<file path="src/hdl/frb_pkg.sv">
// Shared types and constants of the frame ring buffer.
package frb_pkg;

  localparam int SLOT_COUNT_DEF  = 64;
  localparam int SLOT_BYTES_DEF  = 250;
  localparam int QUEUE_DEPTH_DEF = 4;

  // widest slot index over the supported slot counts (up to 1024)
  localparam int SLOT_IDX_MAX_W = 10;
  localparam int MAC_W          = 48;
  localparam int BYTE_W         = 8;

  typedef enum logic [1:0] {
    OP_START  = 2'd0,
    OP_DATA   = 2'd1,
    OP_DRAIN  = 2'd2,
    OP_UNUSED = 2'd3
  } opcode_t;

  typedef enum logic [2:0] {
    ST_ACCEPTED  = 3'd0,
    ST_BAD_LEN   = 3'd1,
    ST_FULL_DROP = 3'd2,
    ST_IGNORED   = 3'd3,
    ST_DELIVERED = 3'd4,
    ST_EMPTY     = 3'd5,
    ST_DISABLED  = 3'd6
  } status_t;

  // what the back end does with the slot stores for one item
  typedef enum logic [1:0] {
    ACT_NONE    = 2'd0,
    ACT_MAC_WR  = 2'd1,
    ACT_BYTE_WR = 2'd2,
    ACT_BYTE_RD = 2'd3
  } action_t;

  typedef struct packed {
    action_t                   action;
    status_t                   status;
    logic [SLOT_IDX_MAX_W-1:0] slot;
    logic [BYTE_W-1:0]         cursor;
    logic [MAC_W-1:0]          mac;
    logic [BYTE_W-1:0]         data;
    logic [BYTE_W-1:0]         length;
    logic                      last;
  } entry_t;

  typedef struct packed {
    logic full;
    logic empty;
  } queue_status_t;

endpackage

</file>
<file path="src/hdl/frb_queue.sv">
// Short register queue between the front and back ends.
module frb_queue #(
  parameter int DEPTH = frb_pkg::QUEUE_DEPTH_DEF
) (
  input  logic                   clk,
  input  logic                   rst_n,
  input  logic                   push,
  input  frb_pkg::entry_t        wr_entry,
  input  logic                   pop,
  output frb_pkg::entry_t        rd_entry,
  output frb_pkg::queue_status_t stat
);

  localparam int PTR_W = $clog2(DEPTH);
  localparam int CNT_W = $clog2(DEPTH + 1);
  localparam logic [PTR_W-1:0] PTR_LAST = PTR_W'(DEPTH - 1);
  localparam logic [CNT_W-1:0] CNT_FULL = CNT_W'(DEPTH);

  frb_pkg::entry_t  mem_r [DEPTH];
  logic [PTR_W-1:0] wr_ptr_r, rd_ptr_r;
  logic [CNT_W-1:0] count_r;

  assign stat.full  = (count_r == CNT_FULL);
  assign stat.empty = (count_r == '0);
  assign rd_entry   = mem_r[rd_ptr_r];

  always_ff @(posedge clk) begin
    if (!rst_n) begin
      wr_ptr_r <= '0;
      rd_ptr_r <= '0;
      count_r  <= '0;
    end else begin
      if (push) begin
        wr_ptr_r <= (wr_ptr_r == PTR_LAST) ? '0 : wr_ptr_r + PTR_W'(1);
      end
      if (pop) begin
        rd_ptr_r <= (rd_ptr_r == PTR_LAST) ? '0 : rd_ptr_r + PTR_W'(1);
      end
      case ({push, pop})
        2'b10:   count_r <= count_r + CNT_W'(1);
        2'b01:   count_r <= count_r - CNT_W'(1);
        default: count_r <= count_r;
      endcase
    end
  end

  always_ff @(posedge clk) begin
    if (push) begin
      mem_r[wr_ptr_r] <= wr_entry;
    end
  end

endmodule

</file>
<file path="config.mk">
export PLATFORM = sky130hd
export DESIGN_NAME = frb_queue
export DESIGN_NICKNAME = d
export VERILOG_FILES = /design/src/hdl/frb_pkg.sv /design/src/hdl/frb_queue.sv
export SDC_FILE = /design/constraint.sdc
export NUM_CORES = 1
export LEC_CHECK = 0
export ABC_CLOCK_PERIOD_IN_PS = 3000
export BUFFER_PORTS_ARGS = -buffer_cell sky130_fd_sc_hd__buf_2
export CORE_MARGIN = 4
export CORE_UTILIZATION = 51
export DETAILED_ROUTE_END_ITERATION = 10
export PLACE_DENSITY = 0.75
export SYNTH_ARGS = -nofsm -noshare
export SYNTH_HDL_FRONTEND = slang
export SYNTH_SLANG_ARGS = --single-unit
export TNS_END_PERCENT = 30
</file>
<file path="constraint.sdc">
create_clock -name clk -period 3 [get_ports clk]
set_input_delay 0.3 -clock clk [delete_from_list [all_inputs] [get_ports clk]]
set_output_delay 0.3 -clock clk [all_outputs]
set_load 0.03 [all_outputs]
</file>
==> summary.txt <==
Power and ir drop
  – NetSw: approximately 2.5 mW
  – Peak VDD IR: 0.6006 mV
  – Power Internal: around 8.6 mW
  – Static Leakage: 5.534 nW
  – Clk network pwr share: 36.6%
  – Switching share of power: ~23%
  – PD cells: 681.4 nW/µm²
  – Design Power: 11.11 mW
  – Comb power frac: 11.1%
  – Flop pwr share: 52.3%

Logic synthesis
  – Synth area leaders: edfxtp_1 80%, mux4_2 15%, dfxtp_1 1.4%
  – Synthesized area: 13150 µm²
  – Flops & latches, synth: ~360
  – Register area share after synthesis: 81.75%
  – Synthesized instance count: 507
  – Netlist cell types: 25
  – Synth top area share: about four fifths
  – Syn_nets: ~610
  – Synth area leader: edfxtp_1
  – Synth Warn #: 0
  – Post-Syn Area per Cell: 25.94 µm²

Timing
  – Fmax: slightly above 400 MHz
  – Period utilization: 80.82%
  – Count of final hold-check violations: 0
  – Final setup vio count: 0
  – Slew @ Worst Pin: 0.6085 ns
  – Slew Limit Fails: 0
  – RSZ-0062 raised after global routing: false
  – Tmin final: 2.425 ns
  – Layout Skew: 0.01095 ns
  – Slew headroom: about three fifths
  – Setup TNS Final: 0 ns
  – Hold_ws: around 0.025 ns
  – Final WS setup: 0.5753 ns

Global route
  – Vias in the first global route: 6905
  – Largest net degree at the start of global routing: 53
  – GRT Overall Usage: 18.25%
  – Total gr overflow: 0
  – Antenna violations before repair: 1
  – First-pass GRT wire length: 39780 µm

Critical path
  – Worst path slowest cell: mux4_2
  – Crit path kind: reg2out
  – Critical Path Start Type: flop
  – CP arrival: around 2.1 ns
  – Cells along the critical path: buf_12, mux4_2, buf_2
  – R2r setup slk: 1.18 ns
  – CP Data Required Time: 2.70 ns
  – Element type at the critical path end: output port
  – Worst-path maximum fanout: 37
  – Critical Path Max Stage Delay: 0.58 ns
  – Worst reg2reg endpoint: mem_r[3][58]$_DFFE_PP_
  – R2R Path Start: wr_ptr_r[0]$_SDFFE_PN0P_
  – Worst reg-to-reg path cell count: 3

Detailed routing
  – Wire per inst: 22.49 µm
  – Drt pass-1 iters: 5
  – DRT antenna net count: 0
  – DR DRC count: 0
  – Via count: 6250
  – Vias/cell: 5.487
  – Final Routed Wirelength: between 20000 and 30000 µm
  – Initial DRC count: 603

Placed design
  – Placed Cells: 1011
  – Detail Placement HPWL: 15250 µm
  – Post-DP Area: 14540 µm²
  – Pre-CTS setup slack: 1.073 ns
  – RePlAce Congestion: ~0.76
  – IO Port Bufs: 181

Finish
  – Nets: 888
  – Final Core Density: 64.54%
  – Inserted Diodes: 0
  – Layout cells sized above 1: around 41%
  – Final Instance Area: 16300 µm²
  – Final Non-Filler Cells: around 1100
  – Syn-to-layout area delta: 23.95%

Clocking
  – H-tree depth: 2
  – Clk buf depth: 3
  – Clk_lat worst skew: 0.51 ns
  – CTS tree: done
  – Reg clk slew, reported paths: 0.05 ns
  – CTS root buf: clkbuf_16
  – CTS Buf Count: 37
  – Number of clock sinks: 361

Floorplan
  – I/O pin cnt: 182
  – Die X: 168.6 µm
  – Starting Density: between 50 and 60%
  – Die Y: roughly 170 µm
  – # rows: 58
  – Die area: 28420 µm²
  – Core box area: 25250 µm²

Min path
  – Hold Path Sink: mem_r[2][24]$_DFFE_PP_
  – HP Class: in2reg
  – Hold path depth: 1
  – Hold Startpoint: wr_entry[24]

Flow run
  – Max Cap Viol: 0

Run status
  – Outcome: finished, final reports clean
power by group through the flow:
stage	clock network [mW]	registers, mW	logic (mW)
6_report	4.07	5.81	1.23
5_1_grt	4.41	5.82	1.31
4_1_cts	4.17	5.81	1.25
3_5_place_dp	0	5.91	1.17
3_3_place_gp	0	5.90	1.14
2_1_floorplan	0	5.90	0.779
worst max-delay path, delay by kind of cell, from the launching register on:
| family | cells | cell delay [ns] |
|---|---|---|
| flops | 1 | 0.48 |
| buf+inv | 2 | 0.54 |
| mux | 1 | 0.58 |
sequential cells by signal (all words and copies together) (netlist names), named ones only:
register / cells
wr_ptr_r: 2
count_r: 3
mem_r: 352
rd_ptr_r: 2
Yosys cell counts, drive strengths merged:
cell	count
dfxtp	9
nor3b	2
inv	6
o21ai	2
and2	6
o21a	1
edfxtp	352
xor2	1
and3	1
ha	6
xnor2	1
nor2b	4
or3	1
nor3	1
nand2	1
buf	14
fa	1
a21oi	1
mux2i	2
mux4	88
a21boi	1
clkbuf	6
cell families after synthesis:
group | Yosys count | share of synthesized area, %
DFF | 361 | 81.75
muxes | 90 | 15.22
buffers and inverters | 26 | 1.189
and+or+nand+nor | 16 | 0.7516
adders and majority gates | 7 | 0.7231
AOI/OAI and AO/OA | 5 | 0.2284
xor gates and xnor gates | 2 | 0.1332
cells in the final DEF, fill, tap and decap left out:
master and count:
a21boi_0 1, a21oi_1 1, and2_1 2, and2_4 4, and3_1 1, buf_12 7
buf_2 181, buf_4 6, bufinv_16 1, clkbuf_1 8, clkbuf_16 37, clkinv_1 7
clkinv_2 2, clkinv_8 2, clkinvlp_4 1, dfxtp_1 7, dfxtp_4 2, dlygate4sd3_1 69
edfxtp_1 352, fa_1 1, ha_1 6, inv_1 6, inv_6 1, mux2i_1 2
mux4_2 88, nand2_1 1, nor2b_1 4, nor3_1 1, nor3b_1 2, o21a_1 1
o21ai_0 2, or3_1 1, xnor2_1 1, xor2_1 1
final cells by class:
type	instances	area [µm²]
Sequential cell	361	10760
Fill cell	1681	8955
Multi-Input combinational cell	120	2253
Timing Repair Buffer	263	1782
Clock buffer	45	955.9
Tap cell	330	412.9
Clock inverter	14	115.1
Inverter	6	22.52
worst max path at each step:
stage,slack (ns),to,start
after floorplan,-0.04,mem_r[2][0]$_DFFE_PP_,wr_ptr_r[0]$_SDFFE_PN0P_
after global placement,1.10,rd_entry[13],flop
after detailed placement,1.07,rd_entry[13],flop
after CTS,0.52,rd_entry[13],flop
after global routing,0.46,rd_entry[11],flop
final,0.58,rd_entry[11],flop
timing repair:
item                      CTS  global route
hold buffers               68             1
hold endpoints to repair  267             4
buffers inserted            0             0
gates resized for setup     0             0
layer usage:
layer / track usage [%] / wire length (µm)
met3: 4.390 / 1898
met5: 0 / 7
met1: 24.81 / 10300
met2: 30.54 / 13010
met4: 4.305 / 407
Note: power is estimated with default switching activity, not from simulation.
