<file path="config.mk">
export PLATFORM = sky130hd
export DESIGN_NAME = frb_front
export DESIGN_NICKNAME = d
export VERILOG_FILES = /design/src/hdl/frb_pkg.sv /design/src/hdl/frb_front.sv
export SDC_FILE = /design/constraint.sdc
export NUM_CORES = 1
export LEC_CHECK = 0
export BUFFER_PORTS_ARGS = -buffer_cell sky130_fd_sc_hd__buf_4
export CAP_MARGIN = 0
export CORE_UTILIZATION = 35
export DETAILED_ROUTE_END_ITERATION = 12
export GPL_ROUTABILITY_DRIVEN = 0
export GPL_TIMING_DRIVEN = 0
export PLACE_DENSITY = 0.52
export SLEW_MARGIN = 10
export SYNTH_ARGS = -nofsm -noshare
export SYNTH_HDL_FRONTEND = slang
export SYNTH_SLANG_ARGS = --single-unit
</file>
<file path="constraint.sdc">
create_clock -name clk -period 4 [get_ports clk]
set_clock_uncertainty 0.1 [all_clocks]
set_input_delay 0.8 -clock clk [delete_from_list [all_inputs] [get_ports clk]]
set_output_delay 0.8 -clock clk [all_outputs]
set_load 0.1 [all_outputs]
</file>
<file path="src/hdl/frb_pkg.sv">
// Shared types and constants of the frame ring buffer.
package frb_pkg;

  localparam int SLOT_COUNT_DEF  = 64;
  localparam int SLOT_BYTES_DEF  = 250;
  localparam int QUEUE_DEPTH_DEF = 4;

  // widest slot index over the supported slot counts (up to 1024)
  localparam int SLOT_IDX_MAX_W = 10;
  localparam int MAC_W          = 48;
  localparam int BYTE_W         = 8;

  typedef enum logic [1:0] {
    OP_START  = 2'd0,
    OP_DATA   = 2'd1,
    OP_DRAIN  = 2'd2,
    OP_UNUSED = 2'd3
  } opcode_t;

  typedef enum logic [2:0] {
    ST_ACCEPTED  = 3'd0,
    ST_BAD_LEN   = 3'd1,
    ST_FULL_DROP = 3'd2,
    ST_IGNORED   = 3'd3,
    ST_DELIVERED = 3'd4,
    ST_EMPTY     = 3'd5,
    ST_DISABLED  = 3'd6
  } status_t;

  // what the back end does with the slot stores for one item
  typedef enum logic [1:0] {
    ACT_NONE    = 2'd0,
    ACT_MAC_WR  = 2'd1,
    ACT_BYTE_WR = 2'd2,
    ACT_BYTE_RD = 2'd3
  } action_t;

  typedef struct packed {
    action_t                   action;
    status_t                   status;
    logic [SLOT_IDX_MAX_W-1:0] slot;
    logic [BYTE_W-1:0]         cursor;
    logic [MAC_W-1:0]          mac;
    logic [BYTE_W-1:0]         data;
    logic [BYTE_W-1:0]         length;
    logic                      last;
  } entry_t;

  typedef struct packed {
    logic full;
    logic empty;
  } queue_status_t;

endpackage

</file>
<file path="src/hdl/frb_front.sv">
// Front end: accepts items, tracks ring pointers and classifies each item.
module frb_front #(
  parameter int SLOT_COUNT = frb_pkg::SLOT_COUNT_DEF,
  parameter int SLOT_BYTES = frb_pkg::SLOT_BYTES_DEF
) (
  input  logic                         clk,
  input  logic                         rst_n,
  input  logic                         accept,
  input  logic [1:0]                   in_opcode,
  input  logic [frb_pkg::MAC_W-1:0]    in_sender_mac,
  input  logic [frb_pkg::BYTE_W-1:0]   in_frame_length,
  input  logic [frb_pkg::BYTE_W-1:0]   in_data_byte,
  input  logic                         cfg_wr_en,
  input  logic                         cfg_wr_data,
  output logic                         push,
  output frb_pkg::entry_t              entry
);

  localparam int IDX_W = $clog2(SLOT_COUNT);
  localparam logic [IDX_W-1:0] SLOT_LAST = IDX_W'(SLOT_COUNT - 1);
  localparam logic [frb_pkg::BYTE_W-1:0] MAX_LEN = frb_pkg::BYTE_W'(SLOT_BYTES);

  logic [IDX_W-1:0]          head_slot_r, head_slot_nxt;
  logic                      head_wrap_r, head_wrap_nxt;
  logic [IDX_W-1:0]          tail_slot_r, tail_slot_nxt;
  logic                      tail_wrap_r, tail_wrap_nxt;
  logic [frb_pkg::BYTE_W-1:0] wr_cursor_r, wr_cursor_nxt;
  logic                      wr_active_r, wr_active_nxt;
  logic [frb_pkg::BYTE_W-1:0] rd_cursor_r, rd_cursor_nxt;
  logic [frb_pkg::BYTE_W-1:0] open_len_r, open_len_nxt;
  logic                      enabled_r;
  logic [frb_pkg::BYTE_W-1:0] tail_len_r;
  logic                      len_wr_en;

  logic [frb_pkg::BYTE_W-1:0] length_store [SLOT_COUNT];

  logic                      ring_full, ring_empty;
  logic [frb_pkg::BYTE_W-1:0] wr_step, rd_step;

  assign ring_full  = (head_slot_r == tail_slot_r) && (head_wrap_r != tail_wrap_r);
  assign ring_empty = (head_slot_r == tail_slot_r) && (head_wrap_r == tail_wrap_r);
  assign wr_step    = wr_cursor_r + frb_pkg::BYTE_W'(1);
  assign rd_step    = rd_cursor_r + frb_pkg::BYTE_W'(1);

  always_comb begin
    head_slot_nxt = head_slot_r;
    head_wrap_nxt = head_wrap_r;
    tail_slot_nxt = tail_slot_r;
    tail_wrap_nxt = tail_wrap_r;
    wr_cursor_nxt = wr_cursor_r;
    wr_active_nxt = wr_active_r;
    rd_cursor_nxt = rd_cursor_r;
    open_len_nxt  = open_len_r;
    len_wr_en     = 1'b0;
    entry         = '0;
    entry.action  = frb_pkg::ACT_NONE;
    entry.status  = frb_pkg::ST_IGNORED;
    if (accept) begin
      case (frb_pkg::opcode_t'(in_opcode))
        frb_pkg::OP_START: begin
          wr_active_nxt = 1'b0;
          if (in_frame_length == '0 || in_frame_length > MAX_LEN) begin
            entry.status = frb_pkg::ST_BAD_LEN;
          end else if (ring_full) begin
            entry.status = frb_pkg::ST_FULL_DROP;
          end else begin
            len_wr_en     = 1'b1;
            open_len_nxt  = in_frame_length;
            wr_cursor_nxt = '0;
            wr_active_nxt = 1'b1;
            entry.action  = frb_pkg::ACT_MAC_WR;
            entry.slot    = frb_pkg::SLOT_IDX_MAX_W'(head_slot_r);
            entry.mac     = in_sender_mac;
            entry.status  = frb_pkg::ST_ACCEPTED;
          end
        end
        frb_pkg::OP_DATA: begin
          if (wr_active_r) begin
            entry.action  = frb_pkg::ACT_BYTE_WR;
            entry.slot    = frb_pkg::SLOT_IDX_MAX_W'(head_slot_r);
            entry.cursor  = wr_cursor_r;
            entry.data    = in_data_byte;
            entry.status  = frb_pkg::ST_ACCEPTED;
            wr_cursor_nxt = wr_step;
            if (wr_step >= open_len_r) begin
              // frame complete: publish the slot
              wr_cursor_nxt = '0;
              wr_active_nxt = 1'b0;
              if (head_slot_r == SLOT_LAST) begin
                head_slot_nxt = '0;
                head_wrap_nxt = ~head_wrap_r;
              end else begin
                head_slot_nxt = head_slot_r + IDX_W'(1);
              end
            end
          end
        end
        frb_pkg::OP_DRAIN: begin
          if (!enabled_r) begin
            entry.status = frb_pkg::ST_DISABLED;
          end else if (ring_empty) begin
            entry.status = frb_pkg::ST_EMPTY;
          end else begin
            entry.action  = frb_pkg::ACT_BYTE_RD;
            entry.slot    = frb_pkg::SLOT_IDX_MAX_W'(tail_slot_r);
            entry.cursor  = rd_cursor_r;
            entry.length  = tail_len_r;
            entry.status  = frb_pkg::ST_DELIVERED;
            rd_cursor_nxt = rd_step;
            if (rd_step >= tail_len_r) begin
              entry.last    = 1'b1;
              rd_cursor_nxt = '0;
              if (tail_slot_r == SLOT_LAST) begin
                tail_slot_nxt = '0;
                tail_wrap_nxt = ~tail_wrap_r;
              end else begin
                tail_slot_nxt = tail_slot_r + IDX_W'(1);
              end
            end
          end
        end
        default: begin
          entry.status = frb_pkg::ST_IGNORED;
        end
      endcase
    end
  end

  assign push = accept;

  always_ff @(posedge clk) begin
    if (!rst_n) begin
      head_slot_r <= '0;
      head_wrap_r <= 1'b0;
      tail_slot_r <= '0;
      tail_wrap_r <= 1'b0;
      wr_cursor_r <= '0;
      wr_active_r <= 1'b0;
      rd_cursor_r <= '0;
      enabled_r   <= 1'b0;
    end else begin
      head_slot_r <= head_slot_nxt;
      head_wrap_r <= head_wrap_nxt;
      tail_slot_r <= tail_slot_nxt;
      tail_wrap_r <= tail_wrap_nxt;
      wr_cursor_r <= wr_cursor_nxt;
      wr_active_r <= wr_active_nxt;
      rd_cursor_r <= rd_cursor_nxt;
      if (cfg_wr_en) begin
        enabled_r <= cfg_wr_data;
      end
    end
  end

  always_ff @(posedge clk) begin
    open_len_r <= open_len_nxt;
  end

  // length of the tail slot, read ahead from the next tail index
  always_ff @(posedge clk) begin
    if (len_wr_en) begin
      length_store[head_slot_r] <= in_frame_length;
    end
    tail_len_r <= length_store[tail_slot_nxt];
  end

endmodule

</file>
==> results of run 1 <==
-- routing by layer --
metal / global-route usage [%] / vias to the layer above / share of wire [%]
li1: - / 7406 / -
met1: 29.3 / 8360 / 41
met2: 35.5 / 769 / 47
met3: 4.14 / 144 / 8.6
met4: 8.09 / 0 / 3.8
met5: 0 / - / 0
-- cell usage in the layout, fill, tap and decap left out, types with 8 or more instances in the layout --
cell | Yosys | routed
edfxtp_1 | 520 | 520
buf_4 | 17 | 195
nand2_1 | 157 | 152
and3_1 | 96 | 95
nand3_1 | 91 | 85
mux2i_1 | 78 | 74
clkbuf_16 | 0 | 61
nor2_2 | 3 | 61
nor2_1 | 123 | 57
o21ai_0 | 45 | 43
clkbuf_1 | 59 | 41
inv_1 | 38 | 37
dfxtp_1 | 40 | 33
a211oi_1 | 33 | 30
buf_6 | 10 | 23
a21oi_1 | 30 | 23
ha_1 | 24 | 22
a31oi_1 | 24 | 21
clkinv_1 | 1 | 21
buf_2 | 35 | 19
nor3_1 | 21 | 19
mux4_2 | 18 | 18
xor2_1 | 17 | 16
clkbuf_2 | 0 | 16
o22ai_1 | 16 | 16
a222oi_1 | 15 | 15
buf_12 | 1 | 14
a32o_1 | 13 | 13
xnor2_1 | 13 | 12
and2_1 | 12 | 12
a311o_1 | 12 | 12
a211o_1 | 12 | 12
a22oi_1 | 16 | 11
buf_8 | 0 | 10
clkbuf_4 | 0 | 10
clkinv_2 | 0 | 9
nor2_4 | 0 | 8
o31ai_4 | 0 | 8
-- worst reg2reg max path, stage by stage (launching register included) --
cell and delay, ps:
dfxtp_4 390, nand3_4 80, or2_4 260, nor2_4 110
xor2_2 200, ha_4 250, a21oi_4 170, o21ai_4 90
a31o_4 230, buf_6 130, nand3_4 110, nand2_8 100
buf_12 200, buf_6 180, mux2i_1 130, a222oi_1 630
a211oi_2 220, nor4_4 500
-- state kept, by name, summed over array words and instances, names as in the netlist --
register,count
enabled_r,1
head_slot_r,6
head_wrap_r,1
length_store,512
open_len_r,8
rd_cursor_r,8
tail_len_r,8
tail_slot_r,6
tail_wrap_r,1
wr_active_r,1
wr_cursor_r,8
-- final cells by class --
class | instances | share of cell area [%]
Clock buffer | 70 | 5.07
Multi-Input combinational cell | 1047 | 26.8
Clock inverter | 40 | 1.13
Sequential cell | 560 | 54.2
Buffer | 126 | 3.01
Timing Repair Buffer | 197 | 5.51
Inverter | 39 | 0.483
Tap cell | 931 | 3.84
-- worst paths after layout --
kind | startpoint | end | cells after the start
max | rd_cursor_r[0] | tail_len_r[5] | 17
min | cfg_wr_data | enabled_r | 3
max reg2reg | rd_cursor_r[0] | tail_len_r[5] | 17
min reg2reg | rd_cursor_r[7] | rd_cursor_r[7] | 2
-- through the flow --
stage | total power (W) | area [um2] | TNS, ps
6_report | 0.0122 | 30300 | -433
5_1_grt | 0.0125 | 30300 | -1040
4_1_cts | 0.0123 | 29800 | -357
3_5_place_dp | 0.00696 | 26700 | -683990
3_3_place_gp | 0.00695 | 26700 | -619910
2_1_floorplan | 0.00674 | 24300 | 0
-- where the power goes --
group | total [W] | internal, W | switching (W) | leakage (nW)
clock | 0.00537 | 0.00306 | 0.00231 | 0.913
sequential | 0.00640 | 0.00640 | 0.00000495 | 5.01
combinational | 0.000439 | 0.000113 | 0.000326 | 4.95
total | 0.0122 | 0.00957 | 0.00264 | 10.9
-- kinds of logic after synthesis --
family | Yosys count
flops | 560
simple gates | 559
compound gates | 330
buf+inv | 167
mux | 99
xor+xnor | 31
fa+ha+maj | 24
other cells | 1
-- timing repair --
item                       CTS  global route
hold buffers                 0             0
pin swaps                   42            30
cloned                       2             0
setup endpoints to repair  583           326
setup buffers               33             9
resized for setup          237           118
==> flow_summary.ini, run 1 <==
[placement]
dp_cells = 2859
port_buffers = 154
hpwlAfterDp_um = 52000
place_ws_ps = -1650

[die]
die_h_um = 266
start_util_pct = 35.4
pin_count = 160
die_x_um = 266
row_count = 96
core_area_um2 = 68700
dieArea_um2 = 70500

[cts]
clock-sinks = 560
cts_buffers = 60
root_buffer = clkbuf_16
cts_tree = done
clk_pin_slew_ps = 60
clk_latency_ps = 630
htree_levels = 2
cts_buffer_depth = 3

[logic_synthesis]
synth_seq_cells = 560
synth-edff-count = 520
synth_top_family_by_area = simple AND/OR/NAND/NOR gates
synth-simple-area-share_pct = 11.3
postSynthAreaPerCell_um2 = 13.7
synthFlopType = edfxtp_1
yosysWarnings = 0
seq_area_frac_synth_pct = 67.5
synthTopCellsByCount = 520 x edfxtp_1, 157 x nand2_1, 123 x nor2_1
yosys.cell_types.count = 87
synthXorXnorAreaFrac_pct = 1.15
netlist_instances = 1771
synth_area_leaders = edfxtp_1 64%, dfxtp_1 3.3%, mux2i_1 3.2%, and3_1 2.5%, nand2_1 2.4%
synth_compound_area_share_pct = 10.4
postSynth.asyncResetShare_pct = 0
synth_fa_ha_area_share_pct = 1.24
muxShareOfSynthArea_pct = 5.02
synth_top_area_cell = edfxtp_1
synth_top_area_share_pct = 64.2
yosysMostFrequentCell = edfxtp_1
synth_area_um2 = 24300

[final_layout]
multi_input_area_um2 = 8120
final_nets = 2126
final_cells = 3010
drive_gt1_share_pct = 27.8
fillerInstances = 6298
final_util_pct = 44.2
diodes = 0
seqCellArea_um2 = 16400
syn_to_final_growth_pct = 24.8

[drt]
viasPerCell = 5.54
drc = 0
wl_um = 78100
wire_per_inst_um = 25.9
drt-initial-drc-count = 1937
final_antenna_net_count = 0
drt-pass1-iter-count = 5
vias = 16679

[outcome]
status = finished with violations
violations = setup timing

[worst_setup_path]
critPathLaunchType = flop
critical-path-max-stage-delay_ps = 630
slowest_stage = a222oi_1
critical_path_class = flop to flop
crit_path_end_kind = flop
r2r_slack_ps = -220
cp.arrival_ps = 4600
crit_path_cell_trace = nand3_4 > or2_4 > nor2_4 > xor2_2 > ha_4 > a21oi_4 > o21ai_4 > a31o_4 > buf_6 > nand3_4 > nand2_8 > buf_12 > buf_6 > mux2i_1 > a222oi_1 > a211oi_2 > nor4_4
worstPathMaxFanout = 10
worst-path-buf-inv = 3
critical_path_required_ps = 4380
crit_family = compound AO/OA/AOI/OAI gates

[sta]
timing.hold.ws_ps = 326
slew_headroom_pct = 33.4
hold_viol = 0
setup_violations = 5
fin_crit_sh_pct = 105
fin_crit_ps = 4220
drv_slew = 0
worst_slew_pin_slew_ps = 999
fin_ws_ps = -215
fmax_ghz = 0.237
grt_setup_unrepaired = true

[grt]
overflow = 0
grt_pass1_wl_um = 112000
grt_pass1_vias = 16386
track_usage_pct = 22.0
grt_start_max_net_pins = 68
antenna_found_initial = 2

[pwr]
cellLeakagePower_nw = 10.9
ir_drop_mv = 0.388
power_density_nw_per_um2 = 402

[hold_path]
hold_class = primary input to flop

[job]
maxCapViolations = 0
Power figures use the tool's default switching activity.
==> run 2: changes to the inputs <==
Settings changed: RECOVER_POWER set to 50.
==> flow_summary.ini, run 2 (same netlist as run 1, synthesis figures left out) <==
[die]
core_area_um2 = 68700
pin_count = 160
row_count = 96
die_x_um = 266
start_util_pct = 35.4
dieArea_um2 = 70500
die_h_um = 266

[cts]
clk_latency_ps = 630
root_buffer = clkbuf_16
cts_buffer_depth = 3
clk_pin_slew_ps = 60
cts_buffers = 60
htree_levels = 2
cts_tree = done
clock-sinks = 560

[grt]
grt_pass1_vias = 16386
grt_start_max_net_pins = 68
overflow = 0
antenna_found_initial = 2
grt.met2_usage_pct = 35.5
track_usage_pct = 22.0
grt_use_met1_pct = 29.3
busiest_layer = met2
grt_use_met3_pct = 4.14
grt_pass1_wl_um = 112000

[worst_setup_path]
slowest_stage = a222oi_1
crit_path_end_kind = flop
crit_path_start = rd_cursor_r[0]
r2r_slack_ps = -180
critical_path_class = flop to flop
r2r_cells = 17
endpoint = tail_len_r[5]
r2r_start = rd_cursor_r[0]
rr_endpoint = tail_len_r[5]
critical-path-max-stage-delay_ps = 630
crit_path_cell_trace = nand3_4 > or2_4 > nor2_4 > xor2_2 > ha_4 > a21oi_4 > o21ai_4 > a31o_4 > buf_6 > nand3_4 > nand2_8 > buf_12 > buf_6 > mux2i_1 > a222oi_1 > a211oi_2 > nor4_4
cp.arrival_ps = 4570
critPathLaunchType = flop
worstPathMaxFanout = 10
critical_path_required_ps = 4390

[sta]
hold_viol = 0
fin_crit_ps = 4180
slew_headroom_pct = 22.4
fin_ws_ps = -182
worst_slew_pin_slew_ps = 1170
setup_violations = 5
timing.hold.ws_ps = 327
fmax_ghz = 0.239
grt_setup_unrepaired = true
drv_slew = 0
fin_crit_sh_pct = 105

[drt]
drc = 0
vias = 16651
wl_um = 78100
final_antenna_net_count = 0
drt-pass1-iter-count = 6
viasPerCell = 5.53
drt-initial-drc-count = 1903
wire_per_inst_um = 25.9

[final_layout]
largest_reg_flops = 512
syn_to_final_growth_pct = 24.8
final_cells = 3010
final_nets = 2126
top_register = length_store
drive_gt1_share_pct = 27.8
final_common_cell = edfxtp_1
final_cell_mix = 520 x edfxtp_1, 193 x buf_4, 152 x nand2_1
diodes = 0
final_cell_area_um2 = 30300

[outcome]
status = finished with violations
violations = setup timing

[pwr]
p_total_w = 0.0122
power_density_nw_per_um2 = 403
ir_drop_mv = 0.388
cellLeakagePower_nw = 10.9

[placement]
port_buffers = 154
hpwlAfterDp_um = 52000
place_ws_ps = -1650
postPlaceCellArea_um2 = 26700
dp_cells = 2859

[job]
maxCapViolations = 0

[hold_path]
hold_class = primary input to flop
run 2: changes by cell type in the layout (fill, tap and decap cells not counted), sizes merged:
cell	delta
clkbuf	+2
buf	-2
run 2: worst max-delay path, delay by kind of cell, from the launching register on:
family,cells,cell delay [ps]
flops,1,390
simple gates,6,1100
xor+xnor,1,200
buf+inv,3,490
compound gates,5,1340
mux,1,130
fa+ha+maj,1,250
run 2: power by group:
part	switching (W)	internal (W)
Clock	0.00231	0.00306
Combinational	0.000326	0.000112
Sequential	0.00000489	0.00640
Total	0.00264	0.00957
run 2: what timing repair did:
| action | CTS | global route |
|---|---|---|
| pin swaps | 42 | 30 |
| endpoints found under the setup margin | 583 | 326 |
| resized for setup | 237 | 118 |
| cloned | 2 | 0 |
| hold buffers | 0 | 0 |
| buffers inserted | 33 | 9 |
run 2: layer usage:
| layer | share of wire (%) | vias to the layer above |
|---|---|---|
| li1 | - | 7408 |
| met1 | 41 | 8331 |
| met2 | 47 | 765 |
| met3 | 8.4 | 147 |
| met4 | 3.8 | 0 |
| met5 | 0 | - |
run 2: worst min-delay path by stage:
stage,from,to,slack (ps),depth (start not counted)
6_report,cfg_wr_data,enabled_r,330,3
2_1_floorplan,rd_cursor_r[7],rd_cursor_r[7],370,2
3_3_place_gp,rd_cursor_r[7],rd_cursor_r[7],390,2
5_1_grt,cfg_wr_data,enabled_r,320,3
3_5_place_dp,rd_cursor_r[7],rd_cursor_r[7],400,2
4_1_cts,cfg_wr_data,enabled_r,300,3
run 2: through the flow:
stage / TNS, ps / utilization, %
after floorplan: 0 / -
after CTS: -357 / 43.4
after detailed placement: -683990 / 38.8
after global placement: -619910 / 38.8
final: -375 / 44.2
after global routing: -1040 / 44.2
run 2: cell type report:
| class | instances | area [um2] |
|---|---|---|
| fillers | 6300 | 38400 |
| flip-flops and latches | 560 | 16400 |
| multi-input cells | 1047 | 8120 |
| repair buffers | 197 | 1670 |
| clock buffers | 70 | 1540 |
| well taps | 931 | 1160 |
| plain buffers | 126 | 913 |
| clock inverters | 40 | 343 |
| inverters | 39 | 146 |
